## config.mk

```make
export PLATFORM = sky130hd
export DESIGN_NAME = block_edge_sharpen_row_filter_flat
export DESIGN_NICKNAME = d
export VERILOG_FILES = /design/src/besrf_pkg.sv /design/src/besrf_in_if.sv /design/src/besrf_out_if.sv /design/src/besrf_cfg_if.sv /design/src/block_edge_sharpen_row_filter.sv /design/src/flat_wrapper.sv
export SDC_FILE = /design/constraint.sdc
export NUM_CORES = 2
export LEC_CHECK = 0
export BUFFER_PORTS_ARGS = -buffer_cell sky130_fd_sc_hd__buf_2
export CAP_MARGIN = 15
export CORE_MARGIN = 1
export CORE_UTILIZATION = 40
export DETAILED_ROUTE_END_ITERATION = 10
export GPL_TIMING_DRIVEN = 0
export SLEW_MARGIN = 5
export SYNTH_ARGS = -nofsm -noshare
export SYNTH_HDL_FRONTEND = slang
export SYNTH_SLANG_ARGS = --single-unit
```

## constraint.sdc

```tcl
create_clock -name clk -period 14.3 [get_ports clk]
set_input_delay 2.86 -clock clk [delete_from_list [all_inputs] [get_ports clk]]
set_output_delay 2.86 -clock clk [all_outputs]
set_load 0.02 [all_outputs]
```

## src/besrf_pkg.sv

```systemverilog
// Shared types and constants for the block-edge sharpen row filter.
package besrf_pkg;

  localparam int CH_W       = 8;
  localparam int BLK_W      = 3;
  localparam int GAIN_W     = 16;
  localparam int CFG_IDX_W  = 8;
  localparam int CFG_DATA_W = 16;
  localparam int COEF_W     = 18;
  localparam int ACC_W      = 30;

  localparam logic [CFG_IDX_W-1:0] REG_BLK_PERIOD   = CFG_IDX_W'(0);
  localparam logic [CFG_IDX_W-1:0] REG_SHARPEN_GAIN = CFG_IDX_W'(1);

  // coefficient one, in units of 1/512
  localparam logic signed [COEF_W-1:0] COEF_ONE = COEF_W'(512);

  typedef logic [CH_W-1:0] byte_t;

  typedef struct packed {
    byte_t red;
    byte_t green;
    byte_t blue;
  } colour_t;

  typedef struct packed {
    byte_t   alpha;
    colour_t bgr;
  } pix_t;

  typedef struct packed {
    pix_t pix;
    logic eor;
  } res_t;

endpackage

```

## src/besrf_in_if.sv

```systemverilog
// Pixel input channel interface.
interface besrf_in_if;
  logic                       valid;
  logic                       ready;
  logic [besrf_pkg::CH_W-1:0] in_blue;
  logic [besrf_pkg::CH_W-1:0] in_green;
  logic [besrf_pkg::CH_W-1:0] in_red;
  logic [besrf_pkg::CH_W-1:0] in_alpha;
  logic                       last_in_row;

  modport source(output valid, in_blue, in_green, in_red, in_alpha, last_in_row,
                 input ready);
  modport sink(input valid, in_blue, in_green, in_red, in_alpha, last_in_row,
               output ready);
endinterface

```

## src/besrf_out_if.sv

```systemverilog
// Filtered pixel output channel interface.
interface besrf_out_if;
  logic                       valid;
  logic                       ready;
  logic [besrf_pkg::CH_W-1:0] out_blue;
  logic [besrf_pkg::CH_W-1:0] out_green;
  logic [besrf_pkg::CH_W-1:0] out_red;
  logic [besrf_pkg::CH_W-1:0] out_alpha;
  logic                       end_of_row;

  modport source(output valid, out_blue, out_green, out_red, out_alpha, end_of_row,
                 input ready);
  modport sink(input valid, out_blue, out_green, out_red, out_alpha, end_of_row,
               output ready);
endinterface

```

## src/besrf_cfg_if.sv

```systemverilog
// Configuration register write channel interface.
interface besrf_cfg_if;
  logic                             valid;
  logic                             ready;
  logic [besrf_pkg::CFG_IDX_W-1:0]  idx;
  logic [besrf_pkg::CFG_DATA_W-1:0] wdata;

  modport source(output valid, idx, wdata, input ready);
  modport sink(input valid, idx, wdata, output ready);
endinterface

```

## src/block_edge_sharpen_row_filter.sv

```systemverilog
// Block-edge sharpen row filter: horizontal sharpening, up to three taps, of BGRA8 colour.
//
//  channel  | dir | payload                                        | ends
//  ---------+-----+------------------------------------------------+----------------
//  in_ch    | in  | in_blue, in_green, in_red, in_alpha, last_in_row | valid/ready
//  out_ch   | out | out_blue, out_green, out_red, out_alpha, end_of_row | valid/ready
//  cfg_ch   | in  | idx (0 block period, 1 sharpen_gain), wdata    | valid/ready
//
//  One pixel per cycle sustained while the output does not stall. The pixel register,
//  the filter and a two-entry result queue form the path; a result's right neighbour is
//  registered in the pixel register, the result in the queue. A row-ending pixel that
//  follows a held pixel yields two results, sent in turn at the single output port.
//  rst_n (synchronous) clears all control state; no clearing pass is needed.
//  Output stalls fill the result queue and then back-pressure the input.
module block_edge_sharpen_row_filter (
  input  logic       clk,
  input  logic       rst_n,
  besrf_in_if.sink   in_ch,
  besrf_out_if.source out_ch,
  besrf_cfg_if.sink  cfg_ch
);
  import besrf_pkg::*;

  // round-half-up and clamp to 0..255 of l*cl + c*cc + r*cr (units of 1/512)
  function automatic byte_t chan_filt(input byte_t l, input byte_t c, input byte_t r,
                                      input logic signed [COEF_W-1:0] cl,
                                      input logic signed [COEF_W-1:0] cc,
                                      input logic signed [COEF_W-1:0] cr);
    logic signed [ACC_W-1:0] acc;
    logic signed [ACC_W-1:0] rnd;
    byte_t                   res;
    acc = ACC_W'(signed'({1'b0, l})) * ACC_W'(cl)
        + ACC_W'(signed'({1'b0, c})) * ACC_W'(cc)
        + ACC_W'(signed'({1'b0, r})) * ACC_W'(cr);
    rnd = acc + ACC_W'(256);
    if (acc <= 0) begin
      res = '0;
    end else if (|rnd[ACC_W-1:17]) begin
      res = '1;
    end else begin
      res = rnd[16:9];
    end
    return res;
  endfunction

  // configuration
  logic [BLK_W-1:0]         blk_size_r;
  logic signed [GAIN_W-1:0] gain_r;

  // input register
  logic    in_v_r;
  pix_t    in_pix_r;
  logic    in_last_r;

  // row state
  logic       pend_v_r, pend_v_nxt;
  pix_t       pend_pix_r, pend_pix_nxt;
  colour_t    left_r, left_nxt;
  logic       has_left_r, has_left_nxt;
  logic [BLK_W-1:0] phase_r, phase_nxt;

  // result queue, head at entry 0
  res_t       q_r [2];
  res_t       q_nxt [2];
  logic [1:0] cnt_r, cnt_nxt;

  logic       pop, proc, in_acc;
  logic [1:0] rem, npush;

  logic                     b_one, at_first, at_last;
  logic [BLK_W:0]           b_eff, ph_p1;
  logic [BLK_W-1:0]         phase_wrap;
  logic signed [COEF_W-1:0] g_ext, cl, cc, cr;
  pix_t                     filt_pix, emitted;
  res_t                     first_res, second_res;

  assign cfg_ch.ready = 1'b1;

  always_ff @(posedge clk) begin
    if (!rst_n) begin
      blk_size_r <= BLK_W'(1);
      gain_r     <= '0;
    end else if (cfg_ch.valid) begin
      if (cfg_ch.idx == REG_BLK_PERIOD) begin
        blk_size_r <= cfg_ch.wdata[BLK_W-1:0];
      end else if (cfg_ch.idx == REG_SHARPEN_GAIN) begin
        gain_r <= signed'(cfg_ch.wdata[GAIN_W-1:0]);
      end
    end
  end

  // handshakes
  assign pop          = out_ch.valid && out_ch.ready;
  assign rem          = cnt_r - {1'b0, pop};
  assign npush        = {1'b0, pend_v_r} + {1'b0, in_last_r};
  assign proc         = in_v_r && (npush <= (2'd2 - rem));
  assign in_ch.ready  = !in_v_r || proc;
  assign in_acc       = in_ch.valid && in_ch.ready;

  always_ff @(posedge clk) begin
    if (!rst_n) begin
      in_v_r <= 1'b0;
    end else if (in_acc) begin
      in_v_r <= 1'b1;
    end else if (proc) begin
      in_v_r <= 1'b0;
    end
  end

  always_ff @(posedge clk) begin
    if (in_acc) begin
      in_pix_r  <= '{alpha: in_ch.in_alpha,
                     bgr: '{red: in_ch.in_red, green: in_ch.in_green, blue: in_ch.in_blue}};
      in_last_r <= in_ch.last_in_row;
    end
  end

  // coefficient selection; size zero acts as size one
  always_comb begin
    b_one      = (blk_size_r == BLK_W'(0)) || (blk_size_r == BLK_W'(1));
    b_eff      = b_one ? (BLK_W + 1)'(1) : {1'b0, blk_size_r};
    ph_p1      = {1'b0, phase_r} + (BLK_W + 1)'(1);
    at_first   = (phase_r == '0);
    at_last    = (ph_p1 == b_eff);
    phase_wrap = (ph_p1 >= b_eff) ? '0 : ph_p1[BLK_W-1:0];
    g_ext      = COEF_W'(gain_r);
    cl = '0;
    cc = COEF_ONE;
    cr = '0;
    if (b_one) begin
      cl = -g_ext;
      cr = -g_ext;
      cc = COEF_ONE + (g_ext <<< 1);
    end else if (at_first) begin
      cl = -g_ext;
      cc = COEF_ONE + g_ext;
    end else if (at_last) begin
      cr = -g_ext;
      cc = COEF_ONE + g_ext;
    end
  end

  // centre is the held pixel, right neighbour the one in the input register
  always_comb begin
    filt_pix.alpha     = pend_pix_r.alpha;
    filt_pix.bgr.blue  = chan_filt(left_r.blue, pend_pix_r.bgr.blue, in_pix_r.bgr.blue,
                                   cl, cc, cr);
    filt_pix.bgr.green = chan_filt(left_r.green, pend_pix_r.bgr.green, in_pix_r.bgr.green,
                                   cl, cc, cr);
    filt_pix.bgr.red   = chan_filt(left_r.red, pend_pix_r.bgr.red, in_pix_r.bgr.red,
                                   cl, cc, cr);
    emitted    = has_left_r ? filt_pix : pend_pix_r;
    first_res  = pend_v_r ? res_t'{pix: emitted, eor: 1'b0} : res_t'{pix: in_pix_r, eor: 1'b1};
    second_res = '{pix: in_pix_r, eor: 1'b1};
  end

  // row state update
  always_comb begin
    pend_v_nxt   = pend_v_r;
    pend_pix_nxt = pend_pix_r;
    left_nxt     = left_r;
    has_left_nxt = has_left_r;
    phase_nxt    = phase_r;
    if (proc) begin
      if (pend_v_r) begin
        left_nxt     = pend_pix_r.bgr;
        has_left_nxt = 1'b1;
        if (has_left_r) begin
          phase_nxt = phase_wrap;
        end
      end
      if (in_last_r) begin
        pend_v_nxt   = 1'b0;
        pend_pix_nxt = '0;
        left_nxt     = '0;
        has_left_nxt = 1'b0;
        phase_nxt    = '0;
      end else begin
        if (!pend_v_r) begin
          has_left_nxt = 1'b0;
          phase_nxt    = '0;
        end
        pend_pix_nxt = in_pix_r;
        pend_v_nxt   = 1'b1;
      end
    end
  end

  always_ff @(posedge clk) begin
    if (!rst_n) begin
      pend_v_r   <= 1'b0;
      pend_pix_r <= '0;
      left_r     <= '0;
      has_left_r <= 1'b0;
      phase_r    <= '0;
    end else begin
      pend_v_r   <= pend_v_nxt;
      pend_pix_r <= pend_pix_nxt;
      left_r     <= left_nxt;
      has_left_r <= has_left_nxt;
      phase_r    <= phase_nxt;
    end
  end

  // result queue: shift on pop, then append up to two results
  always_comb begin
    q_nxt[0] = pop ? q_r[1] : q_r[0];
    q_nxt[1] = q_r[1];
    cnt_nxt  = rem;
    if (proc) begin
      cnt_nxt = rem + npush;
      case (rem)
        2'd0: begin
          q_nxt[0] = first_res;
          q_nxt[1] = second_res;
        end
        2'd1: begin
          q_nxt[1] = first_res;
        end
        default: begin
        end
      endcase
    end
  end

  always_ff @(posedge clk) begin
    q_r[0] <= q_nxt[0];
    q_r[1] <= q_nxt[1];
  end

  always_ff @(posedge clk) begin
    if (!rst_n) begin
      cnt_r <= '0;
    end else begin
      cnt_r <= cnt_nxt;
    end
  end

  assign out_ch.valid      = (cnt_r != 2'd0);
  assign out_ch.out_blue   = q_r[0].pix.bgr.blue;
  assign out_ch.out_green  = q_r[0].pix.bgr.green;
  assign out_ch.out_red    = q_r[0].pix.bgr.red;
  assign out_ch.out_alpha  = q_r[0].pix.alpha;
  assign out_ch.end_of_row = q_r[0].eor;

  // checks
  a_cnt_bound: assert property (@(posedge clk) disable iff (!rst_n)
    cnt_r != 2'd3) else $error("result queue overfilled");

  a_left_needs_pend: assert property (@(posedge clk) disable iff (!rst_n)
    has_left_r |-> pend_v_r) else $error("left neighbour without held pixel");

  a_phase_range: assert property (@(posedge clk) disable iff (!rst_n)
    phase_r != BLK_W'(7)) else $error("block phase out of range");

  a_in_hold: assert property (@(posedge clk) disable iff (!rst_n)
    (in_v_r && !proc) |=> (in_v_r && $stable(in_pix_r) && $stable(in_last_r)))
    else $error("stalled input register lost its pixel");

  a_row_end_clears: assert property (@(posedge clk) disable iff (!rst_n)
    (proc && in_last_r) |=> (!pend_v_r && !has_left_r && phase_r == '0))
    else $error("row state not cleared at row end");

endmodule
```

## src/flat_wrapper.sv

```systemverilog
// flat-port wrapper written by rule: the top's interface ports become plain ports
module block_edge_sharpen_row_filter_flat import besrf_pkg::*;
  (clk, rst_n, in_ch_valid, in_ch_in_blue, in_ch_in_green, in_ch_in_red, in_ch_in_alpha, in_ch_last_in_row, in_ch_ready, out_ch_valid, out_ch_out_blue, out_ch_out_green, out_ch_out_red, out_ch_out_alpha, out_ch_end_of_row, out_ch_ready, cfg_ch_valid, cfg_ch_idx, cfg_ch_wdata, cfg_ch_ready);
  besrf_in_if in_ch_i ();
  besrf_out_if out_ch_i ();
  besrf_cfg_if cfg_ch_i ();
  input  logic clk;
  input  logic rst_n;
  input wire logic [$bits(in_ch_i.valid)-1:0] in_ch_valid;
  input wire logic [$bits(in_ch_i.in_blue)-1:0] in_ch_in_blue;
  input wire logic [$bits(in_ch_i.in_green)-1:0] in_ch_in_green;
  input wire logic [$bits(in_ch_i.in_red)-1:0] in_ch_in_red;
  input wire logic [$bits(in_ch_i.in_alpha)-1:0] in_ch_in_alpha;
  input wire logic [$bits(in_ch_i.last_in_row)-1:0] in_ch_last_in_row;
  output wire logic [$bits(in_ch_i.ready)-1:0] in_ch_ready;
  output wire logic [$bits(out_ch_i.valid)-1:0] out_ch_valid;
  output wire logic [$bits(out_ch_i.out_blue)-1:0] out_ch_out_blue;
  output wire logic [$bits(out_ch_i.out_green)-1:0] out_ch_out_green;
  output wire logic [$bits(out_ch_i.out_red)-1:0] out_ch_out_red;
  output wire logic [$bits(out_ch_i.out_alpha)-1:0] out_ch_out_alpha;
  output wire logic [$bits(out_ch_i.end_of_row)-1:0] out_ch_end_of_row;
  input wire logic [$bits(out_ch_i.ready)-1:0] out_ch_ready;
  input wire logic [$bits(cfg_ch_i.valid)-1:0] cfg_ch_valid;
  input wire logic [$bits(cfg_ch_i.idx)-1:0] cfg_ch_idx;
  input wire logic [$bits(cfg_ch_i.wdata)-1:0] cfg_ch_wdata;
  output wire logic [$bits(cfg_ch_i.ready)-1:0] cfg_ch_ready;
  assign in_ch_i.valid = in_ch_valid;
  assign in_ch_i.in_blue = in_ch_in_blue;
  assign in_ch_i.in_green = in_ch_in_green;
  assign in_ch_i.in_red = in_ch_in_red;
  assign in_ch_i.in_alpha = in_ch_in_alpha;
  assign in_ch_i.last_in_row = in_ch_last_in_row;
  assign in_ch_ready = in_ch_i.ready;
  assign out_ch_valid = out_ch_i.valid;
  assign out_ch_out_blue = out_ch_i.out_blue;
  assign out_ch_out_green = out_ch_i.out_green;
  assign out_ch_out_red = out_ch_i.out_red;
  assign out_ch_out_alpha = out_ch_i.out_alpha;
  assign out_ch_end_of_row = out_ch_i.end_of_row;
  assign out_ch_i.ready = out_ch_ready;
  assign cfg_ch_i.valid = cfg_ch_valid;
  assign cfg_ch_i.idx = cfg_ch_idx;
  assign cfg_ch_i.wdata = cfg_ch_wdata;
  assign cfg_ch_ready = cfg_ch_i.ready;
  block_edge_sharpen_row_filter u_core (.clk(clk), .rst_n(rst_n), .in_ch(in_ch_i), .out_ch(out_ch_i), .cfg_ch(cfg_ch_i));
endmodule
```

# Word-level counts from Yosys, hierarchy flattened

Memories as Yosys holds them, arrays and structs flattened.
Index checks and enable logic that the tools add are counted.

Register bits: 116
Latch bits: 0
RAM bits: 66
ROM bits: 0
Input bits: 62
Output and inout bits: 36
Memories: 1

Memories:

| memory     | words | width | rd ports | clocked after memory_dff | write ports | line                                | text |
|---|---|---|---|---|---|---|---|
| u_core.q_r | 2     | 33    | 2        | 0                        | 2           | block_edge_sharpen_row_filter.sv:63 | `res_t q_r [2];` |

Add/subtract/negate cells: 17
Multiply operators: 9
Div/mod/pow operators: 0
$lt $le $gt $ge: 5
Equality and inequality tests: 5
Shift operators: 0
Muxes and demuxes: 34
Bitwise operators: 1
Reductions and logical operators: 20

Operator list:

| kind                                                            | count |
|---|---|
| multiplier 9 x 18 -> 27 bit                                     | 9 |
| 2-to-1 mux 18 bit                                               | 8 |
| 2-to-1 mux 33 bit                                               | 3 |
| adder 30 x 10 -> 30 bit, second input constant                  | 3 |
| adder 30 x 27 -> 30 bit                                         | 3 |
| adder 30 bit                                                    | 3 |
| less-or-equal comparator 30 x 1 -> 1 bit, second input constant | 3 |
| 2-to-1 mux 24 bit                                               | 3 |
| 2-to-1 mux 66 bit                                               | 1 |
| case mux 33 bit (2 select lines)                                | 1 |
| 2-to-1 mux 8 bit                                                | 6 |
| OR reduction 13 bit                                             | 3 |
| 2-to-1 mux 32 bit                                               | 1 |
| adder 11 x 17 -> 18 bit, first input constant                   | 1 |
| negation 16 -> 18 bit                                           | 1 |
| adder 11 x 16 -> 17 bit, first input constant                   | 1 |
| 2-to-1 mux 3 bit                                                | 5 |
| equality test 8 x 1 -> 1 bit, second input constant             | 1 |
| logical NOT 8 bit                                               | 1 |
| logical NOT 3 bit                                               | 2 |
| AND reduction 2 bit                                             | 3 |
| nonzero test 2 bit                                              | 3 |
| 2-to-1 mux 1 bit                                                | 5 |
| adder 3 x 1 -> 4 bit, second input constant                     | 1 |
| 17 further kinds                                                | 20 |

# Longest topological paths before layout

Word-level depth: 18
Depth in mapped cells: 50
Mapped depth without buffers: 46

# Worst setup path after synthesis

Ideal clock, no wire load.

Path type: reg2reg
From: register u_core.gain_r[2]
To: memory u_core.q_r[0][40] in the netlist's numbering (data pin)
Library setup time: 0.261 ns
Data arrival time: 11.142 ns
Setup slack: 2.898 ns
Cell stages (with the launch flop): 43
Path buffers: 2
Path through: dfxtp_1 -> or4_1 -> nor3_1 -> and4_1 -> nand2_1 -> or2_2 -> nor4_2 -> xor2_1 -> nor2_1 -> clkbuf_1 -> nand2_1 -> fa_1 -> fa_1 -> fa_1 -> inv_1 -> fa_1 -> ha_1 -> nor3_1 -> [7 not listed] -> fa_1 -> fa_1 -> fa_1 -> inv_1 -> ha_1 -> buf_2 -> nand2_1 -> o21ai_0 -> o21ai_0 -> a21o_1 -> nor3_1 -> a211oi_1 -> or3_1 -> or3_1 -> o311a_1 -> nor3_4 -> nand4_1 -> a221o_1

RTL lines:

| element                | line                                | text |
|---|---|---|
| start, declared        | block_edge_sharpen_row_filter.sv:48 | `logic signed [GAIN_W-1:0] gain_r;` |
| start signal, assigned | block_edge_sharpen_row_filter.sv:87 | `gain_r <= signed'(cfg_ch.wdata[GAIN_W-1:0]);` |
| end, declared          | block_edge_sharpen_row_filter.sv:63 |  |

==> summary by stage <==
Yosys
Each instance of the synthesized netlist takes up on average 8.67 um2. Yosys attributes the largest share of cell area to sky130_fd_sc_hd__fa_1 (39%), sky130_fd_sc_hd__ha_1 (11%), sky130_fd_sc_hd__inv_1 (8.4%). Of the post-synthesis cell area, the dominant cell type holds 0.386. The count of warnings emitted by yosys is 0. The cell count after synthesis is 7128. For this run, the leading register cell type out of synthesis is sky130_fd_sc_hd__dfxtp_1. In this run, synthesis produced a sequential element count of 182. The sequential-to-total area share from yosys stat is 0.0696. In this run the cell area of the synthesized design comes to 0.0618 mm2. The synthesized netlist contains roughly 120 unique library cells.

Counting every net in the synthesized netlist gives 8925. Of all flip-flops after synthesis, the portion carrying an async set or reset was 0. Counting flops with a built-in enable in the synthesized netlist gives 66. sky130_fd_sc_hd__fa_1 takes more of the synthesized area than any other cell.

Timing
Headroom to the max-slew limit came out at 0.0303. Dividing the final minimum period by the clock period gives 0.976. The largest clock skew in the final design is 20.1 ps. The slew at the pin closest to its max-slew limit is 1440 ps. Timing would allow up to 0.0717 GHz. Setup violations remaining at the end of the flow were counted as 0. The worst hold-check slack is 478 ps. The number of max-slew violations in the final report is 0. The time the final worst path needs with I/O delays and setup is 13950 ps.

The final setup TNS is 0 ps. The final hold violation count came to 0. Setup repair after global routing left no endpoint under its margin.

The worst-case setup margin in the final layout is 347 ps.

Placed design
Including well taps, the total number of placed cells is 9276. The minimum setup slack after placement is -1440 ps. In this run the tool buffered the top-level ports with 95 buffer cells. The HPWL after detailed placement is 183 mm. The cell area reported after detailed placement is 0.0652 mm2. The weighted congestion reported at the end of routability-driven placement is 1.02.

Hold path
The startpoint identified for the worst hold timing path is u_core.blk_size_r[0]. The number of stages on the worst hold path is 2. In this run the worst hold path is classified as reg -> reg. For hold timing, the worst endpoint is u_core.blk_size_r[0].

Setup path
The maximum cell stage delay along the critical path is 890 ps. The cell with the largest stage delay on the worst path is sky130_fd_sc_hd__xnor2_1. Data on the critical path is required at its endpoint by 14560 ps. The worst setup path is launched from a flop. The worst register-to-register path begins at u_core.blk_size_r[2]. The critical path in this run is classified as reg -> reg. STA classifies the critical path endpoint as a flop. Counting stages on the worst path, the most repeated cell is sky130_fd_sc_hd__fa_1. Across all register-to-register paths, the minimum setup slack is 350 ps. The first element of the critical path is u_core.blk_size_r[2]. The end of the worst register-to-register path is u_core.q_r[0][50]. Along the worst path, the maximum fanout reaches 10.

The logic depth of the worst register-to-register path is between 40 and 50. Data arrives at the worst endpoint at ~14000 ps.

Routing
After detailed routing, the number of vias per cell comes to roughly 5.4. Wires add up to 214 mm. The per-cell routed wire length is 23.0 um. The count of nets left with antenna violations after detail routing is 0.

The number of detailed-route iterations in the first pass is 6. The count of vias placed by the detailed router is 50565. The number of DRC violations after detailed-routing iteration 0 is 4234.

In the routed design, unresolved DRC markers number 0.

Clock network
The number of hold buffers added after CTS was 0. The level count of the clock H-tree is 4. The buffer levels on the longest clock path is 2. Clock tree synthesis found a total of 182 sinks. The latest clock arrival within the worst-skew pair is 510 ps. After clock tree synthesis, the clock-pin slew on the worst setup and hold paths is 90 ps. The CTS tree is yes.

The root buffer selected by CTS is sky130_fd_sc_hd__clkbuf_16. The number of buffers inserted during clock tree synthesis is 17.

Pwr
The standby leakage power is 31.1 nW. The sequential group share of total power is 0.251. The net switching component of the power is 1.79 mW. Of the total power, the clock network draws 0.151. The total power draw is 3.38 mW. The worst ir drop on vdd is roughly 0.11 mV.

The power per cell area is 51.2 mW/mm2. The switching fraction of total power is 0.528. The part of the total power dissipated in combinational logic is 0.598. The internal power summed over all cells is 1.59 mW.

Cells and area
The count of cells in the finished layout, fillers not included, comes to ~9300. At the end of the flow the core is filled with cells to 0.433. The library cell used most frequently in the layout, excluding fill and tap cells, is sky130_fd_sc_hd__inv_1.

Relative to the synthesized area, the layout overhead comes to 6.97%. The area used by multi-input combinational logic is roughly 0.051 mm2. The fill cell instance count of the final layout is 15266.

The net count of the finished layout is 9066. The sequential cells in the finished layout cover a total of 0.00430 mm2. In the final layout, the share of cells above drive strength 1 is 0.0523. After routing the design area is roughly 0.066 mm2. In the layout the commonest cells are sky130_fd_sc_hd__inv_1 (1376), sky130_fd_sc_hd__fa_1 (1191), sky130_fd_sc_hd__nand2_1 (808).

Global route
The number of antenna violations at the first check in global routing is 5. Across every metal layer, demand over resource in global routing totals 0.277. After global routing the overflow that remains totals 0.

The first global-routing pass estimated around 320 mm of wire. The number of global-route vias before repair is 51733. The pin count of the biggest net entering global routing is 20.

Die
The row count is roughly 140. The number of placed I/O pins is approximately 100. The vertical die dimension is 395 um. The die area is 0.156 mm2. The initial utilization of the core area, before any placement, comes to 0.405. The horizontal extent of the die is 395 um. The core region is between 0.15 and 0.2 mm2.

Run status
The flow ran to the end, and the final reports show no timing, DRC or antenna violations.

Job
The count of max-cap constraint violations is 0.
==> synthesized netlist by cell type (10+ instances only) <==
master / n
sky130_fd_sc_hd__inv_1: 1376
sky130_fd_sc_hd__fa_1: 1191
sky130_fd_sc_hd__nand2_1: 808
sky130_fd_sc_hd__and2_1: 616
sky130_fd_sc_hd__ha_1: 544
sky130_fd_sc_hd__clkbuf_1: 312
sky130_fd_sc_hd__a21oi_1: 245
sky130_fd_sc_hd__nor2_1: 235
sky130_fd_sc_hd__nor3_1: 174
sky130_fd_sc_hd__xnor2_1: 149
sky130_fd_sc_hd__nor2b_1: 126
sky130_fd_sc_hd__o21ai_0: 124
sky130_fd_sc_hd__dfxtp_1: 116
sky130_fd_sc_hd__xor2_1: 101
sky130_fd_sc_hd__and3_1: 100
sky130_fd_sc_hd__nand3_1: 81
sky130_fd_sc_hd__edfxtp_1: 66
sky130_fd_sc_hd__a21o_1: 59
sky130_fd_sc_hd__a31oi_1: 44
sky130_fd_sc_hd__o21a_1: 38
sky130_fd_sc_hd__a211oi_1: 35
sky130_fd_sc_hd__buf_4: 34
sky130_fd_sc_hd__nand2b_1: 32
sky130_fd_sc_hd__nor4_1: 31
sky130_fd_sc_hd__nor3b_1: 28
sky130_fd_sc_hd__mux2i_1: 27
sky130_fd_sc_hd__or2_2: 27
sky130_fd_sc_hd__or3_1: 26
sky130_fd_sc_hd__nand4_1: 21
sky130_fd_sc_hd__o22ai_1: 18
sky130_fd_sc_hd__a221o_1: 17
sky130_fd_sc_hd__buf_1: 17
sky130_fd_sc_hd__o211ai_1: 16
sky130_fd_sc_hd__o21bai_1: 16
sky130_fd_sc_hd__o31ai_1: 15
sky130_fd_sc_hd__and4_1: 14
sky130_fd_sc_hd__or4_1: 13
sky130_fd_sc_hd__a31o_2: 12
sky130_fd_sc_hd__a41oi_1: 11
sky130_fd_sc_hd__a211o_1: 10
sky130_fd_sc_hd__a2bb2oi_1: 10
==> cells by family after synthesis <==
| group | count (synthesis) | share of synthesized area |
|---|---|---|
| multiplexers | 36 | 0.00601 |
| XOR/XNOR | 252 | 0.0361 |
| adder cells (fa/ha/maj) | 1735 | 0.496 |
| flip-flops | 182 | 0.0696 |
| AND/OR/NAND/NOR | 2379 | 0.198 |
| AO/OA/AOI/OAI | 781 | 0.0840 |
| buffers and inverters | 1762 | 0.110 |
| other | 1 | 0.0000607 |
==> flip-flops by register name (all words and copies together), names as in the netlist, 2 cells and up <==
name	flops
u_core.cnt_r	2
u_core.phase_r	3
u_core.gain_r	16
u_core.left_r	24
u_core.in_pix_r	32
u_core.pend_pix_r	24
u_core.filt_pix	8
u_core.q_r	66
u_core.blk_size_r	3
==> what timing repair did <==
action	4_1_cts	5_1_grt
buffers inserted	2	0
setup endpoints to repair	48	48
pin swaps	1	4
resized for setup	14	90
==> how the worst max path moves through the flow <==
stage	end	cells after the start
floorplan	u_core.q_r[0][40]	42
global placement	u_core.q_r[0][43]	39
detailed placement	u_core.q_r[0][43]	40
CTS	u_core.q_r[0][36]	43
global route	u_core.q_r[0][50]	42
finish	u_core.q_r[0][50]	42
==> power by group through the flow <==
stage	clock (mW)	combinational, mW	sequential (mW)
final	0.510	2.02	0.849
after global routing	0.527	2.15	0.858
after CTS	0.509	1.98	0.841
after detailed placement	0	1.97	0.853
after global placement	0	1.92	0.859
after floorplan	0	1.25	0.765
==> worst max-delay path, delay by kind of cell (launching register included) <==
family | cells | cell delay [ps]
adder cells (fa/ha/maj) | 10 | 4420
AND/OR/NAND/NOR | 15 | 4050
AO/OA/AOI/OAI | 7 | 2120
XOR/XNOR | 3 | 1410
buffers and inverters | 7 | 1340
flip-flops | 1 | 340
==> layout make-up <==
type,instances,share of cell area
inverters,1382,0.0785
clock inverters,15,0.00229
multi-input cells,5184,0.772
diodes,3,0.000114
repair buffers,124,0.0122
clock buffers,17,0.00644
flip-flops and latches,182,0.0651
well taps,2030,0.0384
plain buffers,378,0.0251
==> metal layers <==
metal	GRT usage	wire [um]	vias up
li1	-	-	22464
met1	0.375	90100	25613
met2	0.427	94400	2108
met3	0.0597	19400	378
met4	0.122	10600	2
met5	0	13	-
(Power assumes the default switching activity.)
